## src/rtl/core/dlw_pkg.sv

```systemverilog
// Shared types and constants for the dispatch latency watchdog.
package dlw_pkg;

  localparam int CFG_DATA_W = 24;
  localparam int CFG_IDX_W  = 3;
  localparam int LIMIT_W    = 24;
  localparam int DUR_W      = 24;
  localparam int CNT_W      = 32;
  localparam int RUN_W      = 8;
  localparam int LEVEL_W    = 2;

  localparam logic [CFG_IDX_W-1:0] CFG_WARNING_LIMIT  = 3'd0;
  localparam logic [CFG_IDX_W-1:0] CFG_CRITICAL_LIMIT = 3'd1;
  localparam logic [CFG_IDX_W-1:0] CFG_LOST_LIMIT     = 3'd2;
  localparam logic [CFG_IDX_W-1:0] CFG_MAX_CONSEC     = 3'd3;
  localparam logic [CFG_IDX_W-1:0] CFG_AUTO_RECOVERY  = 3'd4;

  localparam logic [LEVEL_W-1:0] LVL_NORMAL   = 2'd0;
  localparam logic [LEVEL_W-1:0] LVL_WARNING  = 2'd1;
  localparam logic [LEVEL_W-1:0] LVL_CRITICAL = 2'd2;
  localparam logic [LEVEL_W-1:0] LVL_LOST     = 2'd3;

  localparam logic OP_RECORD = 1'b0;
  localparam logic OP_CLEAR  = 1'b1;

  localparam logic [CNT_W-1:0] MIN_SIZE = 32'd256;
  localparam logic [CNT_W-1:0] SIZE_ALL = 32'hFFFF_FFFF;
  localparam logic [RUN_W-1:0] RUN_MAX  = 8'd255;

  localparam logic [LIMIT_W-1:0] WARNING_RESET  = 24'd16000;
  localparam logic [LIMIT_W-1:0] CRITICAL_RESET = 24'd50000;
  localparam logic [LIMIT_W-1:0] LOST_RESET     = 24'd1000000;
  localparam logic [RUN_W-1:0]   CONSEC_RESET   = 8'd3;

  typedef struct packed {
    logic busy;
    logic done;
  } div_stat_t;

endpackage

```

## src/rtl/core/dispatch_latency_watchdog.sv

```systemverilog
// Top level of the dispatch latency watchdog with its step sequencer.
//
//   Channel  | Handshake          | Payload
//   ---------+--------------------+-----------------------------------------
//   in       | in_valid/in_stall  | op, duration_us, device_ok
//   out      | out_valid/out_stall| level, averages, counts, size, hints
//   cfg      | cfg_we             | cfg_index, cfg_wdata
//
// A record word passes through the update, multiply, compare, bit-serial divide
// (for the window average) and finish steps from accept to result. A clear word
// skips the divide.
// Input is taken only when the sequencer is idle, as it is again once the result is presented.
// A result held by out_stall keeps the sequencer in its last step.
// Synchronous reset restores the configuration registers and statistics; the window RAM
// needs no clearing since an entry's read data is used only after it has been written.
module dispatch_latency_watchdog #(
  parameter int WINDOW_DEPTH = 32,
  parameter int TIME_BITS    = 24
) (
  input  logic                                clk,
  input  logic                                rst_n,
  input  logic                                cfg_we,
  input  logic [dlw_pkg::CFG_IDX_W-1:0]       cfg_index,
  input  logic [dlw_pkg::CFG_DATA_W-1:0]      cfg_wdata,
  input  logic                                in_valid,
  output logic                                in_stall,
  input  logic                                in_op,
  input  logic [dlw_pkg::DUR_W-1:0]           in_duration_us,
  input  logic                                in_device_ok,
  output logic                                out_valid,
  input  logic                                out_stall,
  output logic [dlw_pkg::LEVEL_W-1:0]         out_level,
  output logic [dlw_pkg::DUR_W-1:0]           out_average_us,
  output logic [dlw_pkg::DUR_W-1:0]           out_peak_us,
  output logic [dlw_pkg::CNT_W-1:0]           out_total_jobs,
  output logic [dlw_pkg::CNT_W-1:0]           out_warning_jobs,
  output logic [dlw_pkg::CNT_W-1:0]           out_critical_jobs,
  output logic [dlw_pkg::RUN_W-1:0]           out_consecutive_bad,
  output logic [dlw_pkg::CNT_W-1:0]           out_recommended_max,
  output logic                                out_healthy,
  output logic                                out_reduce_workload,
  output logic                                out_split_jobs
);

  localparam int AW  = (WINDOW_DEPTH > 1) ? $clog2(WINDOW_DEPTH) : 1;
  localparam int FW  = $clog2(WINDOW_DEPTH + 1);
  localparam int SW  = TIME_BITS + FW;
  localparam int PW  = dlw_pkg::LIMIT_W + FW;
  localparam int XW  = SW + PW;
  localparam int GW  = TIME_BITS + dlw_pkg::LIMIT_W;
  localparam int LW  = dlw_pkg::LIMIT_W;
  localparam int NW  = dlw_pkg::CNT_W;
  localparam int RW  = dlw_pkg::RUN_W;

  localparam logic [2:0] S_IDLE = 3'd0;
  localparam logic [2:0] S_UPD  = 3'd1;
  localparam logic [2:0] S_MULC = 3'd2;
  localparam logic [2:0] S_MULW = 3'd3;
  localparam logic [2:0] S_CMP  = 3'd4;
  localparam logic [2:0] S_DIV  = 3'd5;
  localparam logic [2:0] S_FIN  = 3'd6;

  logic [2:0]           state_r, state_nxt;
  logic [LW-1:0]        warn_lim_r, crit_lim_r, lost_lim_r;
  logic [RW-1:0]        max_consec_r;
  logic                 auto_rec_r;

  logic                 op_r, op_nxt;
  logic [TIME_BITS-1:0] dur_r, dur_nxt;
  logic                 dev_in_r, dev_in_nxt;

  logic [SW-1:0]        sum_r, sum_nxt;
  logic [FW-1:0]        fill_r, fill_nxt;
  logic [AW-1:0]        slot_r, slot_nxt;
  logic [TIME_BITS-1:0] peak_r, peak_nxt;
  logic [NW-1:0]        total_r, total_nxt;
  logic [NW-1:0]        warn_cnt_r, warn_cnt_nxt;
  logic [NW-1:0]        crit_cnt_r, crit_cnt_nxt;
  logic [RW-1:0]        run_r, run_nxt;
  logic [NW-1:0]        rec_r, rec_nxt;
  logic                 dev_ok_r, dev_ok_nxt;
  logic [dlw_pkg::LEVEL_W-1:0] level_r, level_nxt;

  logic [PW-1:0]        prod_r, prod_nxt;
  logic                 below_crit_r, below_crit_nxt;
  logic                 above_warn_r, above_warn_nxt;
  logic [TIME_BITS-1:0] avg_r, avg_nxt;

  logic                 out_valid_r, out_valid_nxt;
  logic [dlw_pkg::LEVEL_W-1:0] o_level_r;
  logic [dlw_pkg::DUR_W-1:0]   o_avg_r, o_peak_r;
  logic [NW-1:0]        o_total_r, o_warn_r, o_crit_r, o_rec_r;
  logic [RW-1:0]        o_run_r;
  logic                 o_healthy_r, o_reduce_r, o_split_r;
  logic                 out_load;

  logic                 in_acc;
  logic                 ram_we;
  logic [TIME_BITS-1:0] ram_rdata;
  logic                 div_start;
  logic [SW-1:0]        div_quot;
  dlw_pkg::div_stat_t   div_st;

  logic                 win_full;
  logic [RW-1:0]        run_tmp;
  logic [NW+1:0]        rec_x3;
  logic [NW-1:0]        rec_cut;

  assign in_acc   = in_valid && !in_stall;
  assign in_stall = (state_r != S_IDLE);
  assign win_full = (fill_r == FW'(WINDOW_DEPTH));
  assign ram_we   = (state_r == S_UPD) && (op_r == dlw_pkg::OP_RECORD);
  assign rec_x3   = (NW + 2)'(rec_r) + ((NW + 2)'(rec_r) << 1);
  assign rec_cut  = rec_x3[NW+1:2];

  dlw_ram #(
    .WIDTH (TIME_BITS),
    .DEPTH (WINDOW_DEPTH)
  ) u_window (
    .clk     (clk),
    .wr_en   (ram_we),
    .wr_addr (slot_r),
    .wr_data (dur_r),
    .rd_en   (in_acc),
    .rd_addr (slot_r),
    .rd_data (ram_rdata)
  );

  dlw_div #(
    .NW (SW),
    .DW (FW)
  ) u_div (
    .clk      (clk),
    .rst_n    (rst_n),
    .start    (div_start),
    .dividend (sum_r),
    .divisor  (fill_r),
    .quotient (div_quot),
    .stat     (div_st)
  );

  always_comb begin
    state_nxt      = state_r;
    op_nxt         = op_r;
    dur_nxt        = dur_r;
    dev_in_nxt     = dev_in_r;
    sum_nxt        = sum_r;
    fill_nxt       = fill_r;
    slot_nxt       = slot_r;
    peak_nxt       = peak_r;
    total_nxt      = total_r;
    warn_cnt_nxt   = warn_cnt_r;
    crit_cnt_nxt   = crit_cnt_r;
    run_nxt        = run_r;
    rec_nxt        = rec_r;
    dev_ok_nxt     = dev_ok_r;
    level_nxt      = level_r;
    prod_nxt       = prod_r;
    below_crit_nxt = below_crit_r;
    above_warn_nxt = above_warn_r;
    avg_nxt        = avg_r;
    div_start      = 1'b0;
    out_load       = 1'b0;
    out_valid_nxt  = out_valid_r && out_stall;
    run_tmp        = run_r;

    case (state_r)
      S_IDLE: begin
        if (in_acc) begin
          op_nxt     = in_op;
          dur_nxt    = TIME_BITS'(in_duration_us);
          dev_in_nxt = in_device_ok;
          state_nxt  = S_UPD;
        end
      end
      S_UPD: begin
        level_nxt = dlw_pkg::LVL_NORMAL;
        if (op_r == dlw_pkg::OP_CLEAR) begin
          sum_nxt      = '0;
          fill_nxt     = '0;
          slot_nxt     = '0;
          peak_nxt     = '0;
          total_nxt    = '0;
          warn_cnt_nxt = '0;
          crit_cnt_nxt = '0;
          run_nxt      = '0;
          rec_nxt      = dlw_pkg::SIZE_ALL;
        end else begin
          dev_ok_nxt = dev_in_r;
          total_nxt  = (total_r == dlw_pkg::SIZE_ALL) ? total_r : total_r + NW'(1);
          if (dur_r > peak_r) begin
            peak_nxt = dur_r;
          end
          if (win_full) begin
            sum_nxt = sum_r - SW'(ram_rdata) + SW'(dur_r);
          end else begin
            sum_nxt  = sum_r + SW'(dur_r);
            fill_nxt = fill_r + FW'(1);
          end
          slot_nxt = (slot_r == AW'(WINDOW_DEPTH - 1)) ? '0 : slot_r + AW'(1);
          if (GW'(dur_r) > GW'(lost_lim_r)) begin
            level_nxt = dlw_pkg::LVL_LOST;
            run_tmp   = max_consec_r;
          end else if (GW'(dur_r) > GW'(crit_lim_r)) begin
            level_nxt    = dlw_pkg::LVL_CRITICAL;
            crit_cnt_nxt = (crit_cnt_r == dlw_pkg::SIZE_ALL) ? crit_cnt_r
                                                             : crit_cnt_r + NW'(1);
            run_tmp      = (run_r == dlw_pkg::RUN_MAX) ? run_r : run_r + RW'(1);
          end else if (GW'(dur_r) > GW'(warn_lim_r)) begin
            level_nxt    = dlw_pkg::LVL_WARNING;
            warn_cnt_nxt = (warn_cnt_r == dlw_pkg::SIZE_ALL) ? warn_cnt_r
                                                             : warn_cnt_r + NW'(1);
            run_tmp      = (run_r == dlw_pkg::RUN_MAX) ? run_r : run_r + RW'(1);
          end else begin
            run_tmp = '0;
          end
          run_nxt = run_tmp;
          if (auto_rec_r && (run_tmp >= max_consec_r)) begin
            rec_nxt = (rec_cut < dlw_pkg::MIN_SIZE) ? dlw_pkg::MIN_SIZE : rec_cut;
            run_nxt = '0;
          end
        end
        state_nxt = S_MULC;
      end
      S_MULC: begin
        prod_nxt  = PW'(crit_lim_r) * PW'(fill_r);
        state_nxt = S_MULW;
      end
      S_MULW: begin
        if (fill_r == '0) begin
          below_crit_nxt = (crit_lim_r != '0);
        end else begin
          below_crit_nxt = XW'(sum_r) < XW'(prod_r);
        end
        prod_nxt  = PW'(warn_lim_r) * PW'(fill_r);
        state_nxt = S_CMP;
      end
      S_CMP: begin
        above_warn_nxt = (fill_r != '0) && (XW'(sum_r) > XW'(prod_r));
        if (fill_r == '0) begin
          avg_nxt   = '0;
          state_nxt = S_FIN;
        end else begin
          div_start = 1'b1;
          state_nxt = S_DIV;
        end
      end
      S_DIV: begin
        if (div_st.done) begin
          avg_nxt   = TIME_BITS'(div_quot);
          state_nxt = S_FIN;
        end
      end
      S_FIN: begin
        if (!out_valid_r || !out_stall) begin
          out_load      = 1'b1;
          out_valid_nxt = 1'b1;
          state_nxt     = S_IDLE;
        end
      end
      default: begin
        state_nxt = S_IDLE;
      end
    endcase
  end

  always_ff @(posedge clk) begin
    if (!rst_n) begin
      state_r      <= S_IDLE;
      warn_lim_r   <= dlw_pkg::WARNING_RESET;
      crit_lim_r   <= dlw_pkg::CRITICAL_RESET;
      lost_lim_r   <= dlw_pkg::LOST_RESET;
      max_consec_r <= dlw_pkg::CONSEC_RESET;
      auto_rec_r   <= 1'b1;
      sum_r        <= '0;
      fill_r       <= '0;
      slot_r       <= '0;
      peak_r       <= '0;
      total_r      <= '0;
      warn_cnt_r   <= '0;
      crit_cnt_r   <= '0;
      run_r        <= '0;
      rec_r        <= dlw_pkg::SIZE_ALL;
      dev_ok_r     <= 1'b1;
      out_valid_r  <= 1'b0;
    end else begin
      state_r      <= state_nxt;
      sum_r        <= sum_nxt;
      fill_r       <= fill_nxt;
      slot_r       <= slot_nxt;
      peak_r       <= peak_nxt;
      total_r      <= total_nxt;
      warn_cnt_r   <= warn_cnt_nxt;
      crit_cnt_r   <= crit_cnt_nxt;
      run_r        <= run_nxt;
      rec_r        <= rec_nxt;
      dev_ok_r     <= dev_ok_nxt;
      out_valid_r  <= out_valid_nxt;
      if (cfg_we) begin
        case (cfg_index)
          dlw_pkg::CFG_WARNING_LIMIT:  warn_lim_r   <= cfg_wdata;
          dlw_pkg::CFG_CRITICAL_LIMIT: crit_lim_r   <= cfg_wdata;
          dlw_pkg::CFG_LOST_LIMIT:     lost_lim_r   <= cfg_wdata;
          dlw_pkg::CFG_MAX_CONSEC:     max_consec_r <= cfg_wdata[RW-1:0];
          dlw_pkg::CFG_AUTO_RECOVERY:  auto_rec_r   <= cfg_wdata[0];
          default: begin
          end
        endcase
      end
    end
    op_r         <= op_nxt;
    dur_r        <= dur_nxt;
    dev_in_r     <= dev_in_nxt;
    level_r      <= level_nxt;
    prod_r       <= prod_nxt;
    below_crit_r <= below_crit_nxt;
    above_warn_r <= above_warn_nxt;
    avg_r        <= avg_nxt;
    if (out_load) begin
      o_level_r   <= level_r;
      o_avg_r     <= dlw_pkg::DUR_W'(avg_r);
      o_peak_r    <= dlw_pkg::DUR_W'(peak_r);
      o_total_r   <= total_r;
      o_warn_r    <= warn_cnt_r;
      o_crit_r    <= crit_cnt_r;
      o_run_r     <= run_r;
      o_rec_r     <= rec_r;
      o_healthy_r <= dev_ok_r && (run_r < max_consec_r) && below_crit_r;
      o_reduce_r  <= (run_r >= (max_consec_r >> 1)) || above_warn_r;
      o_split_r   <= GW'(peak_r) > GW'(crit_lim_r);
    end
  end

  assign out_valid           = out_valid_r;
  assign out_level           = o_level_r;
  assign out_average_us      = o_avg_r;
  assign out_peak_us         = o_peak_r;
  assign out_total_jobs      = o_total_r;
  assign out_warning_jobs    = o_warn_r;
  assign out_critical_jobs   = o_crit_r;
  assign out_consecutive_bad = o_run_r;
  assign out_recommended_max = o_rec_r;
  assign out_healthy         = o_healthy_r;
  assign out_reduce_workload = o_reduce_r;
  assign out_split_jobs      = o_split_r;

  a_accept_starts: assert property (@(posedge clk) disable iff (!rst_n)
    in_acc |=> (state_r == S_UPD))
    else $error("accepted word did not start the sequencer");

  a_size_floor: assert property (@(posedge clk) disable iff (!rst_n)
    rec_r >= dlw_pkg::MIN_SIZE)
    else $error("recommended size fell below its floor");

  a_fill_bound: assert property (@(posedge clk) disable iff (!rst_n)
    fill_r <= FW'(WINDOW_DEPTH))
    else $error("window fill exceeds depth");

  a_div_owned: assert property (@(posedge clk) disable iff (!rst_n)
    (div_st.busy || div_st.done) |-> (state_r == S_DIV))
    else $error("divider active outside the divide step");

endmodule

```

## src/rtl/core/dlw_ram.sv

```systemverilog
// Generic single write port, single read port RAM with registered read data.
module dlw_ram #(
  parameter int WIDTH = 24,
  parameter int DEPTH = 32,
  localparam int AW = (DEPTH > 1) ? $clog2(DEPTH) : 1
) (
  input  logic             clk,
  input  logic             wr_en,
  input  logic [AW-1:0]    wr_addr,
  input  logic [WIDTH-1:0] wr_data,
  input  logic             rd_en,
  input  logic [AW-1:0]    rd_addr,
  output logic [WIDTH-1:0] rd_data
);

  logic [WIDTH-1:0] mem_r [DEPTH];

  always_ff @(posedge clk) begin
    if (wr_en) begin
      mem_r[wr_addr] <= wr_data;
    end
    if (rd_en) begin
      rd_data <= mem_r[rd_addr];
    end
  end

endmodule

```

## src/rtl/core/dlw_div.sv

```systemverilog
// Iterative restoring divider that produces one quotient bit per cycle.
module dlw_div #(
  parameter int NW = 29,
  parameter int DW = 6
) (
  input  logic                clk,
  input  logic                rst_n,
  input  logic                start,
  input  logic [NW-1:0]       dividend,
  input  logic [DW-1:0]       divisor,
  output logic [NW-1:0]       quotient,
  output dlw_pkg::div_stat_t  stat
);

  localparam int CW = $clog2(NW + 1);

  logic [NW-1:0] num_r, num_nxt;
  logic [DW-1:0] rem_r, rem_nxt;
  logic [DW-1:0] dvs_r, dvs_nxt;
  logic [CW-1:0] cnt_r, cnt_nxt;
  logic          busy_r, busy_nxt;
  logic          done_r, done_nxt;
  logic [DW:0]   rem_sh;
  logic [DW:0]   rem_sub;

  always_comb begin
    rem_sh   = {rem_r, num_r[NW-1]};
    rem_sub  = rem_sh - {1'b0, dvs_r};
    num_nxt  = num_r;
    rem_nxt  = rem_r;
    dvs_nxt  = dvs_r;
    cnt_nxt  = cnt_r;
    busy_nxt = busy_r;
    done_nxt = 1'b0;
    if (start) begin
      num_nxt  = dividend;
      rem_nxt  = '0;
      dvs_nxt  = divisor;
      cnt_nxt  = CW'(NW);
      busy_nxt = 1'b1;
    end else if (busy_r) begin
      if (rem_sh >= {1'b0, dvs_r}) begin
        rem_nxt = rem_sub[DW-1:0];
        num_nxt = {num_r[NW-2:0], 1'b1};
      end else begin
        rem_nxt = rem_sh[DW-1:0];
        num_nxt = {num_r[NW-2:0], 1'b0};
      end
      cnt_nxt = cnt_r - CW'(1);
      if (cnt_r == CW'(1)) begin
        busy_nxt = 1'b0;
        done_nxt = 1'b1;
      end
    end
  end

  always_ff @(posedge clk) begin
    if (!rst_n) begin
      busy_r <= 1'b0;
      done_r <= 1'b0;
      cnt_r  <= '0;
    end else begin
      busy_r <= busy_nxt;
      done_r <= done_nxt;
      cnt_r  <= cnt_nxt;
    end
    num_r <= num_nxt;
    rem_r <= rem_nxt;
    dvs_r <= dvs_nxt;
  end

  assign quotient  = num_r;
  assign stat.busy = busy_r;
  assign stat.done = done_r;

endmodule

```

## config.mk

```make
export PLATFORM = sky130hd
export DESIGN_NAME = dispatch_latency_watchdog
export DESIGN_NICKNAME = d
export VERILOG_FILES = /design/src/rtl/core/dlw_pkg.sv /design/src/rtl/core/dispatch_latency_watchdog.sv /design/src/rtl/core/dlw_ram.sv /design/src/rtl/core/dlw_div.sv
export SDC_FILE = /design/constraint.sdc
export NUM_CORES = 2
export LEC_CHECK = 0
export ABC_AREA = 1
export BUFFER_PORTS_ARGS = -buffer_cell sky130_fd_sc_hd__buf_2
export CORE_MARGIN = 3
export CORE_UTILIZATION = 55
export DETAILED_ROUTE_END_ITERATION = 10
export PLACE_DENSITY_LB_ADDON = 0.3
export SLEW_MARGIN = 10
export SYNTH_ARGS = -nofsm -noshare
export SYNTH_HDL_FRONTEND = slang
export SYNTH_HIERARCHICAL = 1
export SYNTH_SLANG_ARGS = --single-unit
```

## constraint.sdc

```tcl
create_clock -name clk -period 18.8 [get_ports clk]
set_clock_uncertainty 0.05 [all_clocks]
set_input_delay 5.64 -clock clk [delete_from_list [all_inputs] [get_ports clk]]
set_output_delay 5.64 -clock clk [all_outputs]
set_load 0.1 [all_outputs]
```

==> results.cfg <==
[run_status]
status = finished clean

[timing]
finalHoldViolations = 0
fin_crit_sh_pct = 42.93
relSlewSlack_pct = 13.84
max_clock_freq_mhz = 123.9
min_period_ps = 8071
rsz0062_at_grt = false
whs_ps = 370.6
setup_viol = 0
tightest_slew_ps = 1291
slew_viol_final = 0
timing.final.ws_setup_ps = 10730
setup_tns_ps = 0

[run]
cap_violations = 0

[grt]
grt_pass1_wl_um = 340100
grt_pass1_vias = 58240
grt_overflow_total = 0
grt_usage_pct = 31.11
grt_max_degree = 189
antenna_found_initial = 12

[critical_path]
start_kind = primary input
path_cells = buf_4 > inv_4 > nor2_2 > inv_1 > a221oi_1
reg2reg_setup_slack_ps = 12920
critPathMaxStageDelay_ps = 1060
arrival_ps = 8690
crit_type = primary input to flip-flop
required_ps = 19410
crit_fanout = 39
end_kind = flip-flop
reg2regPathDepth = 24
r2r-start = dur_r[10]
crit_slowest_cell = nor2_2
reg2reg_to = rec_r[28]

[placement]
dp_hpwl_um = 151700
place.gp.congestion = 0.9726
place_ws_ps = 9972
io_buffers = 248

[logic_synthesis]
yosysWarnings = 6
synth_nets = 8984
syn_area_mm2 = 0.07632
syn_inst = 8366
syn_avg_cell_area_um2 = 9.123

[cts]
cts_setup_buffers = 0
cts_num_sinks = 1401
cts_buffers = 149
cts_root_buffer = clkbuf_16
clk_pin_slew_worst_paths_ps = 60
tritoncts = yes
cts-resized-gates = 0
clockBufferDepth = 3
postCtsHoldBufs = 0
worstSkewPairLatency_ps = 820
htree_levels = 4

[route]
drc = 0
m1WireLength_um = 91390
top_layer_used = met5
met2_length_um = 100800
first_pass_iters = 8
dr_total_vias = 61080
drt-total-wl_um = 225700
viasPerCell = 5.831
wl_per_cell_um = 21.55
antenna_left = 0
wl_met3_um = 25640
first_iter_violations = 7133

[hold_path]
min_path_cells = 0
hp-class = flip-flop to flip-flop
min-delay-start = avg_r[15]
whs_endpoint = out_average_us[15]

[finish]
area_delta_synth_final_pct = 10.12
final_nets = 9175
finalCoreUtilization_pct = 61.06
drive_above_1_share_pct = 8.157
multi_input_area_mm2 = 0.03201
regArea_mm2 = 0.03909
n_fill_cell = 11400

[floorplan]
initial_utilization_pct = 55.44
die_w_um = 378.5
coreArea_mm2 = 0.1377
placementRows = 136
design.die.area_mm2 = 0.1433
die_h_um = 378.5
ios = 249

[power]
total_power_mw = 7.924
p_leak_nw = 34.73
power_density_mw_per_mm2 = 94.27
ir_drop_mv = 0.1047
==> cells in the final DEF (no fill, tap or decap), drive strengths merged, types with 3 or more instances in the layout <==
| cell type | count |
|---|---|
| ha | 355 |
| fa | 205 |
| and2 | 3 |
| xnor2 | 38 |
| o21bai | 14 |
| dfxtp | 300 |
| o22ai | 4 |
| edfxtp | 1101 |
| o21ai | 238 |
| bufinv | 16 |
| buf | 359 |
| nand3 | 898 |
| a21oi | 475 |
| nor2 | 464 |
| or2 | 3 |
| clkinv | 62 |
| o211ai | 37 |
| nand3b | 12 |
| a221oi | 4 |
| xor2 | 76 |
| clkinvlp | 8 |
| o221ai | 4 |
| and3 | 6 |
| o21a | 22 |
| nand2 | 2494 |
| a31oi | 27 |
| nor3 | 110 |
| nand4 | 113 |
| nor4 | 39 |
| inv | 953 |
| nor3b | 4 |
| a21boi | 9 |
| clkbuf | 187 |
| a21o | 22 |
| a211oi | 6 |
==> power by group <==
group,internal [mW],switching [mW],leakage (nW)
Sequential,3.44,0.0971,12.5
Combinational,0.404,0.987,19.9
Clock,1.71,1.28,2.39
==> registers in the layout (all words and copies together) (netlist names), 24 cells and up <==
register	flops
crit_lim_r	24
prod_r	30
out_peak_us	24
out_critical_jobs	32
u_window/mem_r	768
total_r	32
out_total_jobs	32
u_div/quotient	30
sum_r	30
crit_cnt_r	32
out_warning_jobs	32
u_window/rd_data	24
warn_lim_r	24
lost_lim_r	24
dur_r	24
warn_cnt_r	32
peak_r	24
out_average_us	24
avg_r	24
out_recommended_max	32
rec_r	32
==> through the flow <==
stage / cell area, um2 / cells
2_1_floorplan: 76320 / 8366
3_3_place_gp: 79030 / 10200
3_5_place_dp: 79030 / 10200
4_1_cts: 84050 / 10470
5_1_grt: 84050 / 10470
6_report: 84050 / 10480
==> worst max path at each step <==
stage                     depth (start not counted)                  to      start  slack, ps
final                                             5          total_r[4]      rst_n      10730
after CTS                                         6  out_average_us[13]  out_stall      10820
after global routing                              6  out_average_us[21]  out_stall      10590
after detailed placement                          6  out_average_us[16]  out_stall       9970
after floorplan                                   3   out_average_us[0]  out_stall       4400
after global placement                            6            rec_r[9]      rst_n      10030
==> cell type report <==
cell class | count | area share [%]
sequential | 1401 | 46.50
multi-input combinational | 5694 | 38.08
clock buffer | 187 | 4.618
inverter | 952 | 4.280
tap | 1794 | 2.671
timing repair buffer | 359 | 2.486
clock inverter | 87 | 1.352
antenna | 2 | 0.005955
==> per-layer routing <==
| layer | vias to the layer above | global-route usage (%) |
|---|---|---|
| li1 | 28330 | - |
| met1 | 29280 | 43.59 |
| met2 | 3045 | 47.69 |
| met3 | 427 | 6.613 |
| met4 | 4 | 11.63 |
| met5 | - | 0 |
==> worst max-delay path: cells and delay by family <==
family | cells | cell delay [ps]
buffers and inverters | 3 | 1490
AO/OA/AOI/OAI | 1 | 430
AND/OR/NAND/NOR | 1 | 1060
No activity file was read; power rests on OpenSTA's default activity.
